===== src/rtl/mlr_pkg.sv =====
// shared types and codes of the midpoint line rasterizer
// no dependencies
package mlr_pkg;

  // width of the line_width register and of the per-job pixel count
  localparam int WIDTH_BITS = 4;

  localparam logic OP_START = 1'b0;
  localparam logic OP_STEP  = 1'b1;

  // control part of one queued job: a run of pixels across the line
  typedef struct packed {
    logic                  pixel_valid;
    logic                  line_done;
    logic                  spread_vertical;
    logic [WIDTH_BITS-1:0] count;
  } job_ctrl_t;

endpackage


===== src/rtl/mlr_in_if.sv =====
// input channel of the rasterizer: valid/ready with the item payload
// no dependencies
interface mlr_in_if #(
  parameter int COORD_BITS = 10
) ();
  logic                  valid;
  logic                  ready;
  logic                  op;
  logic [COORD_BITS-1:0] start_x;
  logic [COORD_BITS-1:0] start_y;
  logic [COORD_BITS-1:0] end_x;
  logic [COORD_BITS-1:0] end_y;

  modport source (output valid, op, start_x, start_y, end_x, end_y, input ready);
  modport sink   (input valid, op, start_x, start_y, end_x, end_y, output ready);
endinterface


===== src/rtl/mlr_out_if.sv =====
// result channel of the rasterizer: valid/ready with one pixel per transfer
// no dependencies
interface mlr_out_if #(
  parameter int COORD_BITS = 10
) ();
  logic                         valid;
  logic                         ready;
  logic signed [COORD_BITS+1:0] pixel_x;
  logic signed [COORD_BITS+1:0] pixel_y;
  logic                         pixel_valid;
  logic                         last;
  logic                         line_done;

  modport source (output valid, pixel_x, pixel_y, pixel_valid, last, line_done,
                  input ready);
  modport sink   (input valid, pixel_x, pixel_y, pixel_valid, last, line_done,
                  output ready);
endinterface


===== src/rtl/midpoint_line_rasterizer.sv =====
// top level of the midpoint line rasterizer with line width
// depends on mlr_pkg, mlr_in_if, mlr_out_if, mlr_front, mlr_fifo, mlr_back
//
//   channel  | direction | handshake          | payload
//   ---------+-----------+--------------------+----------------------------------
//   in_ch    | in        | valid / ready      | op, start_x, start_y, end_x, end_y
//   out_ch   | out       | valid / ready      | pixel_x, pixel_y, pixel_valid,
//            |           |                    | last, line_done
//   cfg      | in        | cfg_we (no ready)  | cfg_wdata = line_width
//
// the front end takes one item per cycle while the job queue has room
// a start item or a step with no active line yields one pixel, a step yields
// line_width (1 to 9); the output register moves one pixel per unstalled cycle
// reset is synchronous and clears control state only; there is no clearing pass
// an output stall holds the output register, the queue fills behind it, and
// in_ch.ready drops once all four queue entries are taken
module midpoint_line_rasterizer #(
  parameter int COORD_BITS = 10,
  parameter int MAX_WIDTH  = 9
) (
  input  logic                           clk,
  input  logic                           rst_n,
  input  logic                           cfg_we,
  input  logic [mlr_pkg::WIDTH_BITS-1:0] cfg_wdata,
  mlr_in_if.sink                         in_ch,
  mlr_out_if.source                      out_ch
);
  import mlr_pkg::*;

  // job queue: control word plus the line pixel of the run
  localparam int QUEUE_DEPTH = 4;
  localparam int CTRL_BITS   = $bits(job_ctrl_t);
  localparam int JOB_BITS    = CTRL_BITS + 2 * COORD_BITS;

  logic                  push, pop, queue_full, queue_valid;
  job_ctrl_t             f_ctrl;
  logic [COORD_BITS-1:0] f_x, f_y;
  logic [JOB_BITS-1:0]   q_wdata, q_rdata;

  // front: octant setup on start, decision walk on step, one job per transfer
  mlr_front #(
    .COORD_BITS (COORD_BITS),
    .MAX_WIDTH  (MAX_WIDTH)
  ) u_front (
    .clk        (clk),
    .rst_n      (rst_n),
    .cfg_we     (cfg_we),
    .cfg_wdata  (cfg_wdata),
    .in_ch      (in_ch),
    .queue_full (queue_full),
    .push       (push),
    .job_ctrl   (f_ctrl),
    .job_x      (f_x),
    .job_y      (f_y)
  );

  assign q_wdata = {f_ctrl, f_x, f_y};

  // decouples the front, one job per accepted item, from the back end's pixel runs
  mlr_fifo #(
    .DATA_BITS (JOB_BITS),
    .DEPTH     (QUEUE_DEPTH)
  ) u_queue (
    .clk       (clk),
    .rst_n     (rst_n),
    .push      (push),
    .wdata     (q_wdata),
    .full      (queue_full),
    .pop       (pop),
    .rdata     (q_rdata),
    .not_empty (queue_valid)
  );

  // back: widens each job across the line into the output register
  mlr_back #(
    .COORD_BITS (COORD_BITS)
  ) u_back (
    .clk     (clk),
    .rst_n   (rst_n),
    .q_valid (queue_valid),
    .q_pop   (pop),
    .q_ctrl  (job_ctrl_t'(q_rdata[JOB_BITS-1:2*COORD_BITS])),
    .q_x     (q_rdata[2*COORD_BITS-1:COORD_BITS]),
    .q_y     (q_rdata[COORD_BITS-1:0]),
    .out_ch  (out_ch)
  );

endmodule


===== src/rtl/mlr_front.sv =====
// front end: takes items, sets up the octant, walks the decision variable
// depends on mlr_pkg and mlr_in_if; pushes one job per item into the queue
module mlr_front #(
  parameter int COORD_BITS = 10,
  parameter int MAX_WIDTH  = 9
) (
  input  logic                            clk,
  input  logic                            rst_n,
  input  logic                            cfg_we,
  input  logic [mlr_pkg::WIDTH_BITS-1:0]  cfg_wdata,
  mlr_in_if.sink                          in_ch,
  input  logic                            queue_full,
  output logic                            push,
  output mlr_pkg::job_ctrl_t              job_ctrl,
  output logic [COORD_BITS-1:0]           job_x,
  output logic [COORD_BITS-1:0]           job_y
);
  import mlr_pkg::*;

  localparam int C = COORD_BITS;
  localparam int D = COORD_BITS + 3;
  localparam int MAX_CLIP = (MAX_WIDTH > 15) ? 15 : MAX_WIDTH;
  localparam logic [WIDTH_BITS-1:0] MAX_W = WIDTH_BITS'(MAX_CLIP);

  localparam logic [1:0] DIR_POS_X = 2'd0;
  localparam logic [1:0] DIR_NEG_X = 2'd1;
  localparam logic [1:0] DIR_POS_Y = 2'd2;
  localparam logic [1:0] DIR_NEG_Y = 2'd3;

  logic [WIDTH_BITS-1:0] line_width_r;
  logic [C-1:0]          cur_x_r, cur_x_nxt;
  logic [C-1:0]          cur_y_r, cur_y_nxt;
  logic signed [D-1:0]   decision_r, decision_nxt;
  logic signed [D-1:0]   inc_np_r, inc_np_nxt;
  logic signed [D-1:0]   inc_p_r, inc_p_nxt;
  logic [C-1:0]          steps_r, steps_nxt;
  logic [1:0]            major_dir_r, major_dir_nxt;
  logic                  minor_neg_r, minor_neg_nxt;
  logic                  move_np_r, move_np_nxt;
  logic                  spread_v_r, spread_v_nxt;

  logic                  accept;
  logic signed [D-1:0]   dx, dy, adx, ady, dx2, dy2;
  logic [1:0]            s_dir;
  logic                  s_mneg, s_mnp, s_spread;
  logic signed [D-1:0]   s_steps, s_p0, s_le, s_gt;

  logic                  not_pos, move_minor;
  logic [C-1:0]          minor_step, st_x, st_y, st_steps;
  logic [WIDTH_BITS-1:0] w_eff;

  assign in_ch.ready = !queue_full;
  assign accept      = in_ch.valid && in_ch.ready;
  assign push        = accept;

  // octant setup from the endpoint differences
  always_comb begin
    dx  = $signed({3'b000, in_ch.end_x}) - $signed({3'b000, in_ch.start_x});
    dy  = $signed({3'b000, in_ch.end_y}) - $signed({3'b000, in_ch.start_y});
    dx2 = dx <<< 1;
    dy2 = dy <<< 1;
    adx = dx[D-1] ? -dx : dx;
    ady = dy[D-1] ? -dy : dy;
    s_spread = (dx != '0 || dy != '0) && (ady <= adx);
    if (!dx[D-1]) begin
      priority if (dy < -dx) begin
        s_dir = DIR_NEG_Y; s_mneg = 1'b0; s_mnp = 1'b0;
        s_steps = -dy; s_p0 = dx2 + dy; s_le = dx2; s_gt = dx2 + dy2;
      end else if (dy[D-1]) begin
        s_dir = DIR_POS_X; s_mneg = 1'b1; s_mnp = 1'b1;
        s_steps = dx; s_p0 = dy2 + dx; s_le = dy2 + dx2; s_gt = dy2;
      end else if (dy < dx) begin
        s_dir = DIR_POS_X; s_mneg = 1'b0; s_mnp = 1'b0;
        s_steps = dx; s_p0 = dy2 - dx; s_le = dy2; s_gt = dy2 - dx2;
      end else begin
        s_dir = DIR_POS_Y; s_mneg = 1'b0; s_mnp = 1'b0;
        s_steps = dy; s_p0 = dx2 - dy; s_le = dx2; s_gt = dx2 - dy2;
      end
    end else begin
      priority if (dy > -dx) begin
        s_dir = DIR_POS_Y; s_mneg = 1'b1; s_mnp = 1'b1;
        s_steps = dy; s_p0 = dx2 + dy; s_le = dx2 + dy2; s_gt = dx2;
      end else if (!dy[D-1] && dy != '0) begin
        s_dir = DIR_NEG_X; s_mneg = 1'b0; s_mnp = 1'b0;
        s_steps = -dx; s_p0 = dy2 + dx; s_le = dy2; s_gt = dy2 + dx2;
      end else if (dy > dx) begin
        s_dir = DIR_NEG_X; s_mneg = 1'b1; s_mnp = 1'b1;
        s_steps = -dx; s_p0 = dy2 - dx; s_le = dy2 - dx2; s_gt = dy2;
      end else begin
        s_dir = DIR_NEG_Y; s_mneg = 1'b1; s_mnp = 1'b1;
        s_steps = -dy; s_p0 = dx2 - dy; s_le = dx2 - dy2; s_gt = dx2;
      end
    end
  end

  // one step of the midpoint walk
  always_comb begin
    not_pos    = decision_r[D-1] || (decision_r == '0);
    move_minor = (not_pos == move_np_r);
    minor_step = minor_neg_r ? {C{1'b1}} : C'(1);
    st_x = cur_x_r;
    st_y = cur_y_r;
    if (move_minor) begin
      if (!major_dir_r[1]) st_y = st_y + minor_step;
      else                 st_x = st_x + minor_step;
    end
    unique case (major_dir_r)
      DIR_POS_X: st_x = st_x + C'(1);
      DIR_NEG_X: st_x = st_x - C'(1);
      DIR_POS_Y: st_y = st_y + C'(1);
      DIR_NEG_Y: st_y = st_y - C'(1);
    endcase
    st_steps = steps_r - C'(1);
    priority if (line_width_r == '0) w_eff = WIDTH_BITS'(1);
    else if (line_width_r > MAX_W)   w_eff = MAX_W;
    else                             w_eff = line_width_r;
  end

  // next state and the job handed to the back end
  always_comb begin
    cur_x_nxt     = cur_x_r;
    cur_y_nxt     = cur_y_r;
    decision_nxt  = decision_r;
    inc_np_nxt    = inc_np_r;
    inc_p_nxt     = inc_p_r;
    steps_nxt     = steps_r;
    major_dir_nxt = major_dir_r;
    minor_neg_nxt = minor_neg_r;
    move_np_nxt   = move_np_r;
    spread_v_nxt  = spread_v_r;
    job_ctrl      = '0;
    job_x         = '0;
    job_y         = '0;
    unique case (in_ch.op)
      OP_START: begin
        cur_x_nxt     = in_ch.start_x;
        cur_y_nxt     = in_ch.start_y;
        decision_nxt  = s_p0;
        inc_np_nxt    = s_le;
        inc_p_nxt     = s_gt;
        steps_nxt     = s_steps[C-1:0];
        major_dir_nxt = s_dir;
        minor_neg_nxt = s_mneg;
        move_np_nxt   = s_mnp;
        spread_v_nxt  = s_spread;
        job_ctrl.pixel_valid     = 1'b1;
        job_ctrl.line_done       = (s_steps[C-1:0] == '0);
        job_ctrl.spread_vertical = s_spread;
        job_ctrl.count           = WIDTH_BITS'(1);
        job_x = in_ch.start_x;
        job_y = in_ch.start_y;
      end
      OP_STEP: begin
        if (steps_r != '0) begin
          cur_x_nxt    = st_x;
          cur_y_nxt    = st_y;
          decision_nxt = decision_r + (not_pos ? inc_np_r : inc_p_r);
          steps_nxt    = st_steps;
          job_ctrl.pixel_valid     = 1'b1;
          job_ctrl.line_done       = (st_steps == '0);
          job_ctrl.spread_vertical = spread_v_r;
          job_ctrl.count           = w_eff;
          job_x = st_x;
          job_y = st_y;
        end else begin
          // no line active: a single empty result
          job_ctrl.line_done = 1'b1;
          job_ctrl.count     = WIDTH_BITS'(1);
        end
      end
    endcase
  end

  always_ff @(posedge clk) begin
    if (!rst_n) begin
      line_width_r <= WIDTH_BITS'(1);
      cur_x_r      <= '0;
      cur_y_r      <= '0;
      decision_r   <= '0;
      inc_np_r     <= '0;
      inc_p_r      <= '0;
      steps_r      <= '0;
      major_dir_r  <= DIR_POS_X;
      minor_neg_r  <= 1'b0;
      move_np_r    <= 1'b0;
      spread_v_r   <= 1'b0;
    end else begin
      if (cfg_we) line_width_r <= cfg_wdata;
      if (accept) begin
        cur_x_r     <= cur_x_nxt;
        cur_y_r     <= cur_y_nxt;
        decision_r  <= decision_nxt;
        inc_np_r    <= inc_np_nxt;
        inc_p_r     <= inc_p_nxt;
        steps_r     <= steps_nxt;
        major_dir_r <= major_dir_nxt;
        minor_neg_r <= minor_neg_nxt;
        move_np_r   <= move_np_nxt;
        spread_v_r  <= spread_v_nxt;
      end
    end
  end

endmodule


===== src/rtl/mlr_fifo.sv =====
// small job queue between front and back end, held in flip-flops
// no dependencies
module mlr_fifo #(
  parameter int DATA_BITS = 16,
  parameter int DEPTH     = 4
) (
  input  logic                 clk,
  input  logic                 rst_n,
  input  logic                 push,
  input  logic [DATA_BITS-1:0] wdata,
  output logic                 full,
  input  logic                 pop,
  output logic [DATA_BITS-1:0] rdata,
  output logic                 not_empty
);
  localparam int PTR_BITS = (DEPTH > 1) ? $clog2(DEPTH) : 1;
  localparam int CNT_BITS = $clog2(DEPTH + 1);

  logic [DATA_BITS-1:0] mem_r [DEPTH];
  logic [PTR_BITS-1:0]  wr_ptr_r, wr_ptr_nxt;
  logic [PTR_BITS-1:0]  rd_ptr_r, rd_ptr_nxt;
  logic [CNT_BITS-1:0]  count_r, count_nxt;

  assign full      = (count_r == CNT_BITS'(DEPTH));
  assign not_empty = (count_r != '0);
  assign rdata     = mem_r[rd_ptr_r];

  always_comb begin
    wr_ptr_nxt = wr_ptr_r;
    rd_ptr_nxt = rd_ptr_r;
    count_nxt  = count_r;
    if (push) begin
      wr_ptr_nxt = (wr_ptr_r == PTR_BITS'(DEPTH - 1)) ? '0 : wr_ptr_r + PTR_BITS'(1);
    end
    if (pop) begin
      rd_ptr_nxt = (rd_ptr_r == PTR_BITS'(DEPTH - 1)) ? '0 : rd_ptr_r + PTR_BITS'(1);
    end
    unique case ({push, pop})
      2'b10:   count_nxt = count_r + CNT_BITS'(1);
      2'b01:   count_nxt = count_r - CNT_BITS'(1);
      default: count_nxt = count_r;
    endcase
  end

  always_ff @(posedge clk) begin
    if (push) mem_r[wr_ptr_r] <= wdata;
  end

  always_ff @(posedge clk) begin
    if (!rst_n) begin
      wr_ptr_r <= '0;
      rd_ptr_r <= '0;
      count_r  <= '0;
    end else begin
      wr_ptr_r <= wr_ptr_nxt;
      rd_ptr_r <= rd_ptr_nxt;
      count_r  <= count_nxt;
    end
  end

endmodule


===== src/rtl/mlr_back.sv =====
// back end: expands a job into its run of pixels, one per cycle while the output is not stalled
// depends on mlr_pkg and mlr_out_if; drives the output register
module mlr_back #(
  parameter int COORD_BITS = 10
) (
  input  logic                  clk,
  input  logic                  rst_n,
  input  logic                  q_valid,
  output logic                  q_pop,
  input  mlr_pkg::job_ctrl_t    q_ctrl,
  input  logic [COORD_BITS-1:0] q_x,
  input  logic [COORD_BITS-1:0] q_y,
  mlr_out_if.source             out_ch
);
  import mlr_pkg::*;

  localparam int P = COORD_BITS + 2;
  localparam int W = WIDTH_BITS;

  logic                  act_r, act_nxt;
  logic [W-1:0]          k_r, cnt_r, first_r;
  logic [COORD_BITS-1:0] x_r, y_r;
  logic                  vert_r, pv_r, done_r;

  logic                  out_valid_r, out_valid_nxt;
  logic [P-1:0]          out_x_r, out_y_r;
  logic                  out_pv_r, out_last_r, out_done_r;

  logic                  adv, last_k;
  logic [P-1:0]          ofs, px, py;

  assign adv    = act_r && (!out_valid_r || out_ch.ready);
  assign last_k = (k_r == cnt_r - W'(1));
  assign q_pop  = q_valid && (!act_r || (adv && last_k));

  // offset across the line: positive side first, then the negative side
  always_comb begin
    ofs = (k_r < first_r) ? P'(k_r) : P'(first_r) - P'(1) - P'(k_r);
    px  = {2'b00, x_r} - (vert_r ? '0 : ofs);
    py  = {2'b00, y_r} + (vert_r ? ofs : '0);
  end

  always_comb begin
    act_nxt = act_r;
    if (adv && last_k) act_nxt = 1'b0;
    if (q_pop)         act_nxt = 1'b1;
    out_valid_nxt = out_valid_r;
    if (out_ch.ready) out_valid_nxt = 1'b0;
    if (adv)          out_valid_nxt = 1'b1;
  end

  always_ff @(posedge clk) begin
    if (q_pop) begin
      k_r     <= '0;
      cnt_r   <= q_ctrl.count;
      first_r <= (q_ctrl.count >> 1) + W'(1);
      x_r     <= q_x;
      y_r     <= q_y;
      vert_r  <= q_ctrl.spread_vertical;
      pv_r    <= q_ctrl.pixel_valid;
      done_r  <= q_ctrl.line_done;
    end else if (adv) begin
      k_r <= k_r + W'(1);
    end
    if (adv) begin
      out_x_r    <= px;
      out_y_r    <= py;
      out_pv_r   <= pv_r;
      out_last_r <= last_k;
      out_done_r <= done_r;
    end
  end

  always_ff @(posedge clk) begin
    if (!rst_n) begin
      act_r       <= 1'b0;
      out_valid_r <= 1'b0;
    end else begin
      act_r       <= act_nxt;
      out_valid_r <= out_valid_nxt;
    end
  end

  assign out_ch.valid       = out_valid_r;
  assign out_ch.pixel_x     = out_x_r;
  assign out_ch.pixel_y     = out_y_r;
  assign out_ch.pixel_valid = out_pv_r;
  assign out_ch.last        = out_last_r;
  assign out_ch.line_done   = out_done_r;

endmodule


===== src/flat_wrapper.sv =====
// flat-port wrapper written by rule: the top's interface ports become plain ports
module midpoint_line_rasterizer_flat import mlr_pkg::*;
#(
  parameter int COORD_BITS = 10,
  parameter int MAX_WIDTH  = 9
)
  (clk, rst_n, cfg_we, cfg_wdata, in_ch_valid, in_ch_op, in_ch_start_x, in_ch_start_y, in_ch_end_x, in_ch_end_y, in_ch_ready, out_ch_valid, out_ch_pixel_x, out_ch_pixel_y, out_ch_pixel_valid, out_ch_last, out_ch_line_done, out_ch_ready);
  mlr_in_if #(.COORD_BITS(COORD_BITS)) in_ch_i ();
  mlr_out_if #(.COORD_BITS(COORD_BITS)) out_ch_i ();
  input  logic clk;
  input  logic rst_n;
  input  logic cfg_we;
  input  logic [mlr_pkg::WIDTH_BITS-1:0] cfg_wdata;
  input wire logic [$bits(in_ch_i.valid)-1:0] in_ch_valid;
  input wire logic [$bits(in_ch_i.op)-1:0] in_ch_op;
  input wire logic [$bits(in_ch_i.start_x)-1:0] in_ch_start_x;
  input wire logic [$bits(in_ch_i.start_y)-1:0] in_ch_start_y;
  input wire logic [$bits(in_ch_i.end_x)-1:0] in_ch_end_x;
  input wire logic [$bits(in_ch_i.end_y)-1:0] in_ch_end_y;
  output wire logic [$bits(in_ch_i.ready)-1:0] in_ch_ready;
  output wire logic [$bits(out_ch_i.valid)-1:0] out_ch_valid;
  output wire logic [$bits(out_ch_i.pixel_x)-1:0] out_ch_pixel_x;
  output wire logic [$bits(out_ch_i.pixel_y)-1:0] out_ch_pixel_y;
  output wire logic [$bits(out_ch_i.pixel_valid)-1:0] out_ch_pixel_valid;
  output wire logic [$bits(out_ch_i.last)-1:0] out_ch_last;
  output wire logic [$bits(out_ch_i.line_done)-1:0] out_ch_line_done;
  input wire logic [$bits(out_ch_i.ready)-1:0] out_ch_ready;
  assign in_ch_i.valid = in_ch_valid;
  assign in_ch_i.op = in_ch_op;
  assign in_ch_i.start_x = in_ch_start_x;
  assign in_ch_i.start_y = in_ch_start_y;
  assign in_ch_i.end_x = in_ch_end_x;
  assign in_ch_i.end_y = in_ch_end_y;
  assign in_ch_ready = in_ch_i.ready;
  assign out_ch_valid = out_ch_i.valid;
  assign out_ch_pixel_x = out_ch_i.pixel_x;
  assign out_ch_pixel_y = out_ch_i.pixel_y;
  assign out_ch_pixel_valid = out_ch_i.pixel_valid;
  assign out_ch_last = out_ch_i.last;
  assign out_ch_line_done = out_ch_i.line_done;
  assign out_ch_i.ready = out_ch_ready;
  midpoint_line_rasterizer #(.COORD_BITS(COORD_BITS), .MAX_WIDTH(MAX_WIDTH)) u_core (.clk(clk), .rst_n(rst_n), .cfg_we(cfg_we), .cfg_wdata(cfg_wdata), .in_ch(in_ch_i), .out_ch(out_ch_i));
endmodule

===== config.mk =====
export PLATFORM = sky130hd
export DESIGN_NAME = midpoint_line_rasterizer_flat
export DESIGN_NICKNAME = d
export VERILOG_FILES = /design/src/rtl/mlr_pkg.sv /design/src/rtl/mlr_in_if.sv /design/src/rtl/mlr_out_if.sv /design/src/rtl/midpoint_line_rasterizer.sv /design/src/rtl/mlr_front.sv /design/src/rtl/mlr_fifo.sv /design/src/rtl/mlr_back.sv /design/src/flat_wrapper.sv
export SDC_FILE = /design/constraint.sdc
export NUM_CORES = 1
export LEC_CHECK = 0
export BUFFER_PORTS_ARGS = -buffer_cell sky130_fd_sc_hd__buf_2
export CAP_MARGIN = 20
export CORE_MARGIN = 2
export CORE_UTILIZATION = 52
export DETAILED_ROUTE_END_ITERATION = 6
export PLACE_DENSITY = 0.69
export RECOVER_POWER = 100
export SETUP_SLACK_MARGIN = 0.02
export SLEW_MARGIN = 20
export SYNTH_ARGS = -nofsm -noshare
export SYNTH_HDL_FRONTEND = slang
export SYNTH_HIERARCHICAL = 1
export SYNTH_SLANG_ARGS = --single-unit

===== constraint.sdc =====
create_clock -name clk -period 19.9 [get_ports clk]
set_clock_uncertainty 0.05 [all_clocks]
set_input_delay 0.995 -clock clk [delete_from_list [all_inputs] [get_ports clk]]
set_output_delay 0.995 -clock clk [all_outputs]
set_load 0.05 [all_outputs]

==> metrics.cfg, run 1 <==
[run_status]
status = finished, violations left
violations = capacitance limit, slew limit

[global_route]
grt_max_degree = 62
antenna_found_initial = 0
grt_pass1_vias = 17943
overflow = 0
grt_util_all_layers = 0.333
grt_pass1_wl_microns = 106000

[detailed_routing]
dr.first_iter.drc_count = 1664
routed_wl_microns = 70900
first_pass_iters = 6
via_count = 18406
ant_nets = 0
vias_per_cell = 6.36
wl_per_cell_microns = 24.5
drc = 0

[timing]
period_share = 0.498
period_needed_ns = 9.90
final-hold-violation-count = 0
maxSlewHeadroom = -0.459
maxSlewViolCount = 352
fmax_mhz = 101
hold_slack_ns = 0.391
rsz0062_at_grt = no
tightestPinTransition_ns = 2.19
setup_viol = 0
setup_tns_ns = 0

[logic_synthesis]
synth_async_sr_flop_share = 0
synth-seq-cells = 256
ys_seq_area_frac = 0.321
synthCells = 2286
synth_flop_cell = edfxtp_1
synth_edf_count = 166
synth_area_sq_mm = 0.0211
ys_types = 104
yosys_warnings = 6
synth_area_per_cell_sq_um = 9.24

[critical_path]
crit_arrival_ns = 10.13
slowest_stage = clkbuf_1
critPathCaptureType = flop
critPathKind = primary input to flop
slowest_delay_ns = 1.18
worst-path-buf-inv = 7
critPathRequiredTime_ns = 20.12
crit_fanout = 32
worst_setup_path_start_kind = primary input
crit_family = buffers and inverters

[placed_design]
dp_hpwl_microns = 52300
portBuffers = 78
postPlaceCellArea_sq_mm = 0.0222
gp_congestion = 1.02
placedCellCount = 2842

[final_layout]
syn_to_final_growth_pct = 9.01
fillers = 3611
drive_above_1_share = 0.0937
final_common_cell = ha_1
final_cell_mix = ha_1 (204), nand2_1 (178), nor2_1 (169), a21oi_1 (169), edfxtp_1 (166)
fin_nets = 2620
postLayoutCellArea_sq_mm = 0.0230
instances_no_fill = 2896

[clock_tree]
insertion_delay_ns = 0.59
cts_setup_buffers = 0
post_cts_resized = 0
numCtsBuffers = 29
clk_path_buf_depth = 3
cts_max_level = 1
cts_num_sinks = 256
clkSlewWorstSetupHoldPaths_ns = 0.06
postCtsHoldBufs = 0
cts_tree = yes
cts_root_buf = clkbuf_16

[power_and_ir_drop]
max-vdd-ir-drop_mv = 0.0805
seq_power_share = 0.248
pwr-share-clk = 0.161
switching_share = 0.471
pwr-share-comb = 0.591
finalPower_uw = 3470
p_leak_uw = 0.00923
power_density_mw_per_mm2 = 151
switching_power_uw = 1630
p_int_uw = 1840

[floorplan]
core_sq_mm = 0.0399
rows = 73
fp.dieW_microns = 206
die_area_sq_mm = 0.0423
ios = 79
start_util = 0.529
die_y_microns = 206

[flow_run]
maxCapViolCount = 11

[worst_hold_path]
hold_path_class = flop to flop

[power by group through the flow]
| stage | combinational, uW | sequential (uW) | clock (uW) |
|---|---|---|---|
| 2_1_floorplan | 1420 | 929 | 0 |
| 5_1_grt | 2230 | 874 | 586 |
| 6_report | 2050 | 859 | 559 |
| 3_3_place_gp | 2000 | 859 | 0 |
| 4_1_cts | 2040 | 854 | 569 |
| 3_5_place_dp | 2030 | 863 | 0 |
[final cells by class]
cell class / count / area (sq um) / area share
clock inverters: 24 / 272 / 0.0118
well taps: 525 / 657 / 0.0285
repair buffers: 131 / 684 / 0.0297
flip-flops and latches: 256 / 6790 / 0.295
clock buffers: 29 / 726 / 0.0315
multi-input cells: 1804 / 13400 / 0.583
inverters: 126 / 473 / 0.0205
diodes: 1 / 2.50 / 0.000109
[cells in the mapped netlist, types with 14 or more instances]
| library cell | number | area (sq um) |
|---|---|---|
| edfxtp_1 | 166 | 4980 |
| o21bai_1 | 32 | 240 |
| nor2b_1 | 40 | 250 |
| a21oi_1 | 172 | 861 |
| xnor2_1 | 130 | 1140 |
| and3_1 | 16 | 100 |
| o21a_1 | 19 | 143 |
| a21boi_0 | 19 | 143 |
| dfxtp_1 | 90 | 1800 |
| a31oi_1 | 25 | 156 |
| nand3_1 | 43 | 215 |
| ha_1 | 204 | 2550 |
| mux4_2 | 20 | 450 |
| a211oi_1 | 24 | 180 |
| nand2b_1 | 31 | 194 |
| a221oi_1 | 15 | 131 |
| fa_1 | 18 | 360 |
| o211ai_1 | 28 | 210 |
| clkbuf_1 | 78 | 293 |
| o21ai_0 | 134 | 671 |
| nor2_1 | 170 | 638 |
| nand4_1 | 19 | 119 |
| mux2i_1 | 38 | 380 |
| and2_1 | 18 | 113 |
| a21o_1 | 43 | 323 |
| o22ai_1 | 26 | 163 |
| inv_1 | 116 | 435 |
| mux2_2 | 22 | 248 |
| nor3_1 | 42 | 210 |
| xor2_1 | 46 | 403 |
| or3_1 | 14 | 87.6 |
| nand2_1 | 178 | 668 |
[path summary, 6_finish.rpt]
kind / start / endpoint / slack (ns) / depth (start not counted)
worst min register to register: u_core/u_back/pv_r$_DFFE_PP_ / u_core/u_back/out_ch.pixel_valid$_DFFE_PP_ / 0.39 / 0
worst max register to register: u_core/u_front/major_dir_r[1]$_SDFFE_PN0P_ / u_core/u_queue/mem_r[0][9]$_DFFE_PP_ / 14.07 / 14
worst max-delay path: in_ch_end_x[0] / u_core/u_queue/mem_r[1][25]$_DFFE_PP_ / 10.0 / 25
worst min-delay path: u_core/u_back/pv_r$_DFFE_PP_ / u_core/u_back/out_ch.pixel_valid$_DFFE_PP_ / 0.39 / 0
[logic make-up after synthesis]
group,after synthesis,synth area share
buffers and inverters,227,0.0436
DFF,256,0.321
xor gates and xnor gates,178,0.0745
muxes,87,0.0598
AOI/OAI and AO/OA,680,0.216
and+or+nand+nor,635,0.147
other,1,0.000178
adders and majority gates,222,0.138
[routing by layer]
metal | track usage | part of all wire | vias to the layer above
li1 | - | - | 8608
met1 | 0.400 | 0.38 | 8723
met2 | 0.574 | 0.48 | 818
met3 | 0.0388 | 0.068 | 257
met4 | 0.200 | 0.069 | 0
met5 | 0 | 0 | -
[per-stage QoR]
| stage | util | worst slack [ns] |
|---|---|---|
| after floorplan | - | 12.88 |
| after detailed placement | 0.556 | 12.06 |
| after global routing | 0.577 | 9.60 |
| after global placement | 0.556 | 12.23 |
| after CTS | 0.581 | 12.62 |
| final | 0.577 | 10.0 |
[flip-flops by register name, summed over array words and instances, names as in the netlist, 10 cells and up, named ones only]
signal and count:
u_core/u_queue/mem_r 108, u_core/u_front/decision_r 13, u_core/u_back/out_ch.pixel_x 12, u_core/u_back/out_ch.pixel_y 12, u_core/u_front/inc_np_r 12, u_core/u_front/inc_p_r 12
u_core/u_back/x_r 10, u_core/u_back/y_r 10, u_core/u_front/cur_x_r 10, u_core/u_front/cur_y_r 10, u_core/u_front/steps_r 10
Power figures use the tool's default switching activity.
==> run 2: changes to the inputs <==
--- a/config.mk
+++ b/config.mk
@@ -10,7 +10,7 @@
 export CORE_MARGIN = 2
 export CORE_UTILIZATION = 52
 export DETAILED_ROUTE_END_ITERATION = 6
-export PLACE_DENSITY = 0.69
+export PLACE_DENSITY = 0.71
 export RECOVER_POWER = 100
 export SETUP_SLACK_MARGIN = 0.02
 export SLEW_MARGIN = 20
==> constraint.sdc (replaced) <==
create_clock -name clk -period 8.83 [get_ports clk]
set_clock_uncertainty 0.05 [all_clocks]
set_input_delay 0.4415 -clock clk [delete_from_list [all_inputs] [get_ports clk]]
set_output_delay 0.4415 -clock clk [all_outputs]
set_load 0.05 [all_outputs]
==> run 2 against run 1 <==
Compared with the run above:
- the run still ends with capacitance limit, slew limit left
- setup slack worse by 8.7 ns
- combinational power up 130%
- cell count unchanged
- worst hold slack worse by 0.35 ns
- sequential power up 120%
- global-route usage up 1.7 points
- first-iteration DRC count up 6.3%
- flip-flop and latch count unchanged
- clock-buffer cell count up 4
- via count up 1.8%
- highest routed layer unchanged
==> metrics.cfg, run 2 (synthesis results as in run 1) <==
[final_layout]
syn_to_final_growth_pct = 9.33
fin_nets = 2620
fillers = 3442
multi_input_area_sq_mm = 0.0134
regMostFlops = u_core/u_queue/mem_r
postLayoutCellArea_sq_mm = 0.0231
final_cell_mix = ha_1 (204), nand2_1 (178), a21oi_1 (171)
seq_area_sq_mm = 0.00679
reg_top3 = u_core/u_queue/mem_r (108), u_core/u_front/decision_r (13)
drive_above_1_share = 0.0920
final_common_cell = ha_1
largest_reg_flops = 108

[placed_design]
postPlaceCellArea_sq_mm = 0.0222
gp_congestion = 1.00
portBuffers = 78
dp_hpwl_microns = 55300

[power_and_ir_drop]
max-vdd-ir-drop_mv = 0.245
power_density_mw_per_mm2 = 344
p_leak_uw = 0.00926

[critical_path]
worst_setup_path_start_kind = primary input
reg2reg_to = u_core/u_queue/mem_r[0][19]$_DFFE_PP_
critPathRequiredTime_ns = 9.24
crit_fanout = 32
critPathKind = primary input to flop
critPathCaptureType = flop
reg2reg_from = u_core/u_front/move_np_r$_SDFFE_PN0P_
crit_path_end = u_core/u_front/decision_r[2]$_SDFFE_PN0P_
crit_start = in_ch_start_x[0]
crit_arrival_ns = 7.95
worst_r2r_path_depth = 16
reg2reg_slack_ns = 2.11

[global_route]
overflow = 0
antenna_found_initial = 0
grt_util_all_layers = 0.350
grt_max_degree = 73
grt_pass1_wl_microns = 111000
grt_pass1_vias = 18363

[detailed_routing]
vias_per_cell = 6.47
ant_nets = 0
via_count = 18741
dr.first_iter.drc_count = 1769
wl_per_cell_microns = 25.5
first_pass_iters = 5
drc = 0
routed_wl_microns = 73800

[clock_tree]
numCtsBuffers = 28
cts_root_buf = clkbuf_16
clk_path_buf_depth = 3
cts_tree = yes
cts_max_level = 1
cts_setup_buffers = 0
cts_num_sinks = 256
clkSlewWorstSetupHoldPaths_ns = 0.07
postCtsHoldBufs = 0
insertion_delay_ns = 0.58
post_cts_resized = 0

[floorplan]
fp.dieW_microns = 206
rows = 73
core_sq_mm = 0.0399
die_area_sq_mm = 0.0423
die_y_microns = 206
ios = 79
start_util = 0.529

[flow_run]
maxCapViolCount = 11

[timing]
final-hold-violation-count = 0
rsz0062_at_grt = no
maxSlewViolCount = 341
period_share = 0.854
fmax_mhz = 133
setup_tns_ns = 0
setup_viol = 0
period_needed_ns = 7.54
tightestPinTransition_ns = 2.28
maxSlewHeadroom = -0.518

[worst_hold_path]
hold_path_class = primary input to flop

[run_status]
violations = capacitance limit, slew limit
status = finished, violations left

[run 2: changes by cell type in the layout (fill, tap and decap cells not counted), moves of 2 or more]
cell,change
buf_4,+4
clkinv_2,-4
inv_8,-3
a21oi_1,+2
a21oi_2,-2
bufinv_16,+2
clkinv_1,-2
mux2_1,+2
mux2_2,-2
[run 2: through the flow]
step / hold slack [ns] / total power (uW) / instances / utilization / setup slack (ns)
5_1_grt: 0.0548 / 8420 / 2895 / 0.579 / 1.01
3_5_place_dp: 0.374 / 6570 / 2843 / 0.556 / 1.78
2_1_floorplan: 0.350 / 5290 / 2287 / - / 2.37
4_1_cts: 0.0378 / 7920 / 2895 / 0.583 / 2.34
3_3_place_gp: 0.356 / 6490 / 2843 / 0.556 / 1.90
6_report: 0.0383 / 7950 / 2896 / 0.579 / 1.29
[run 2: where the power goes]
group / internal [uW] / total (uW) / leakage, uW / switching, uW
combinational: 1660 / 4680 / 0.00648 / 3020
sequential: 1740 / 1930 / 0.00228 / 192
clock: 809 / 1330 / 0.000502 / 520
total: 4210 / 7950 / 0.00926 / 3730
[run 2: worst min path at each step]
stage          depth (start not counted)                                           to                            from  slack (ns)
2_1_floorplan                          0     u_core/u_back/out_ch.line_done$_DFFE_PP_  u_core/u_back/done_r$_DFFE_PP_        0.35
3_3_place_gp                           0   u_core/u_back/out_ch.pixel_valid$_DFFE_PP_    u_core/u_back/pv_r$_DFFE_PP_        0.36
3_5_place_dp                           0     u_core/u_back/out_ch.line_done$_DFFE_PP_  u_core/u_back/done_r$_DFFE_PP_        0.37
4_1_cts                                3  u_core/u_front/line_width_r[0]$_SDFFE_PN1P_                    cfg_wdata[0]        0.04
5_1_grt                                3  u_core/u_front/line_width_r[0]$_SDFFE_PN1P_                    cfg_wdata[0]        0.05
6_report                               3  u_core/u_front/line_width_r[0]$_SDFFE_PN1P_                    cfg_wdata[0]        0.04
[run 2: worst max-delay path: stages]
cell and delay, ns:
clkbuf_1 0.16, ha_1 0.25, inv_1 0.07, fa_1 0.21, a21o_1 0.15, a31o_2 0.18
o31a_1 0.14, o41a_1 0.13, clkbuf_1 1.28, inv_1 0.48, ha_1 0.44, ha_1 0.32
nor2b_1 0.16, o21ai_0 0.17, a31oi_1 0.09, a21oi_1 0.55, nand2_1 0.37, nand2_1 0.33
clkbuf_1 0.59, o21ai_0 0.57, a221o_1 0.51, o221ai_1 0.18, a21boi_0 0.12
[run 2: cell type report]
cell class                      count  share of cell area
Tap cell                          525              0.0284
Multi-Input combinational cell   1804               0.581
Timing Repair Buffer              132              0.0304
Antenna cell                        1            0.000108
Clock buffer                       33              0.0334
Clock inverter                     19              0.0128
Inverter                          126              0.0205
Sequential cell                   256               0.294
[run 2: per-layer routing]
layer	track usage	share of wire	vias up
li1	-	-	8610
met1	0.430	0.38	8975
met2	0.580	0.46	889
met3	0.0466	0.078	267
met4	0.223	0.074	0
met5	0	0	-
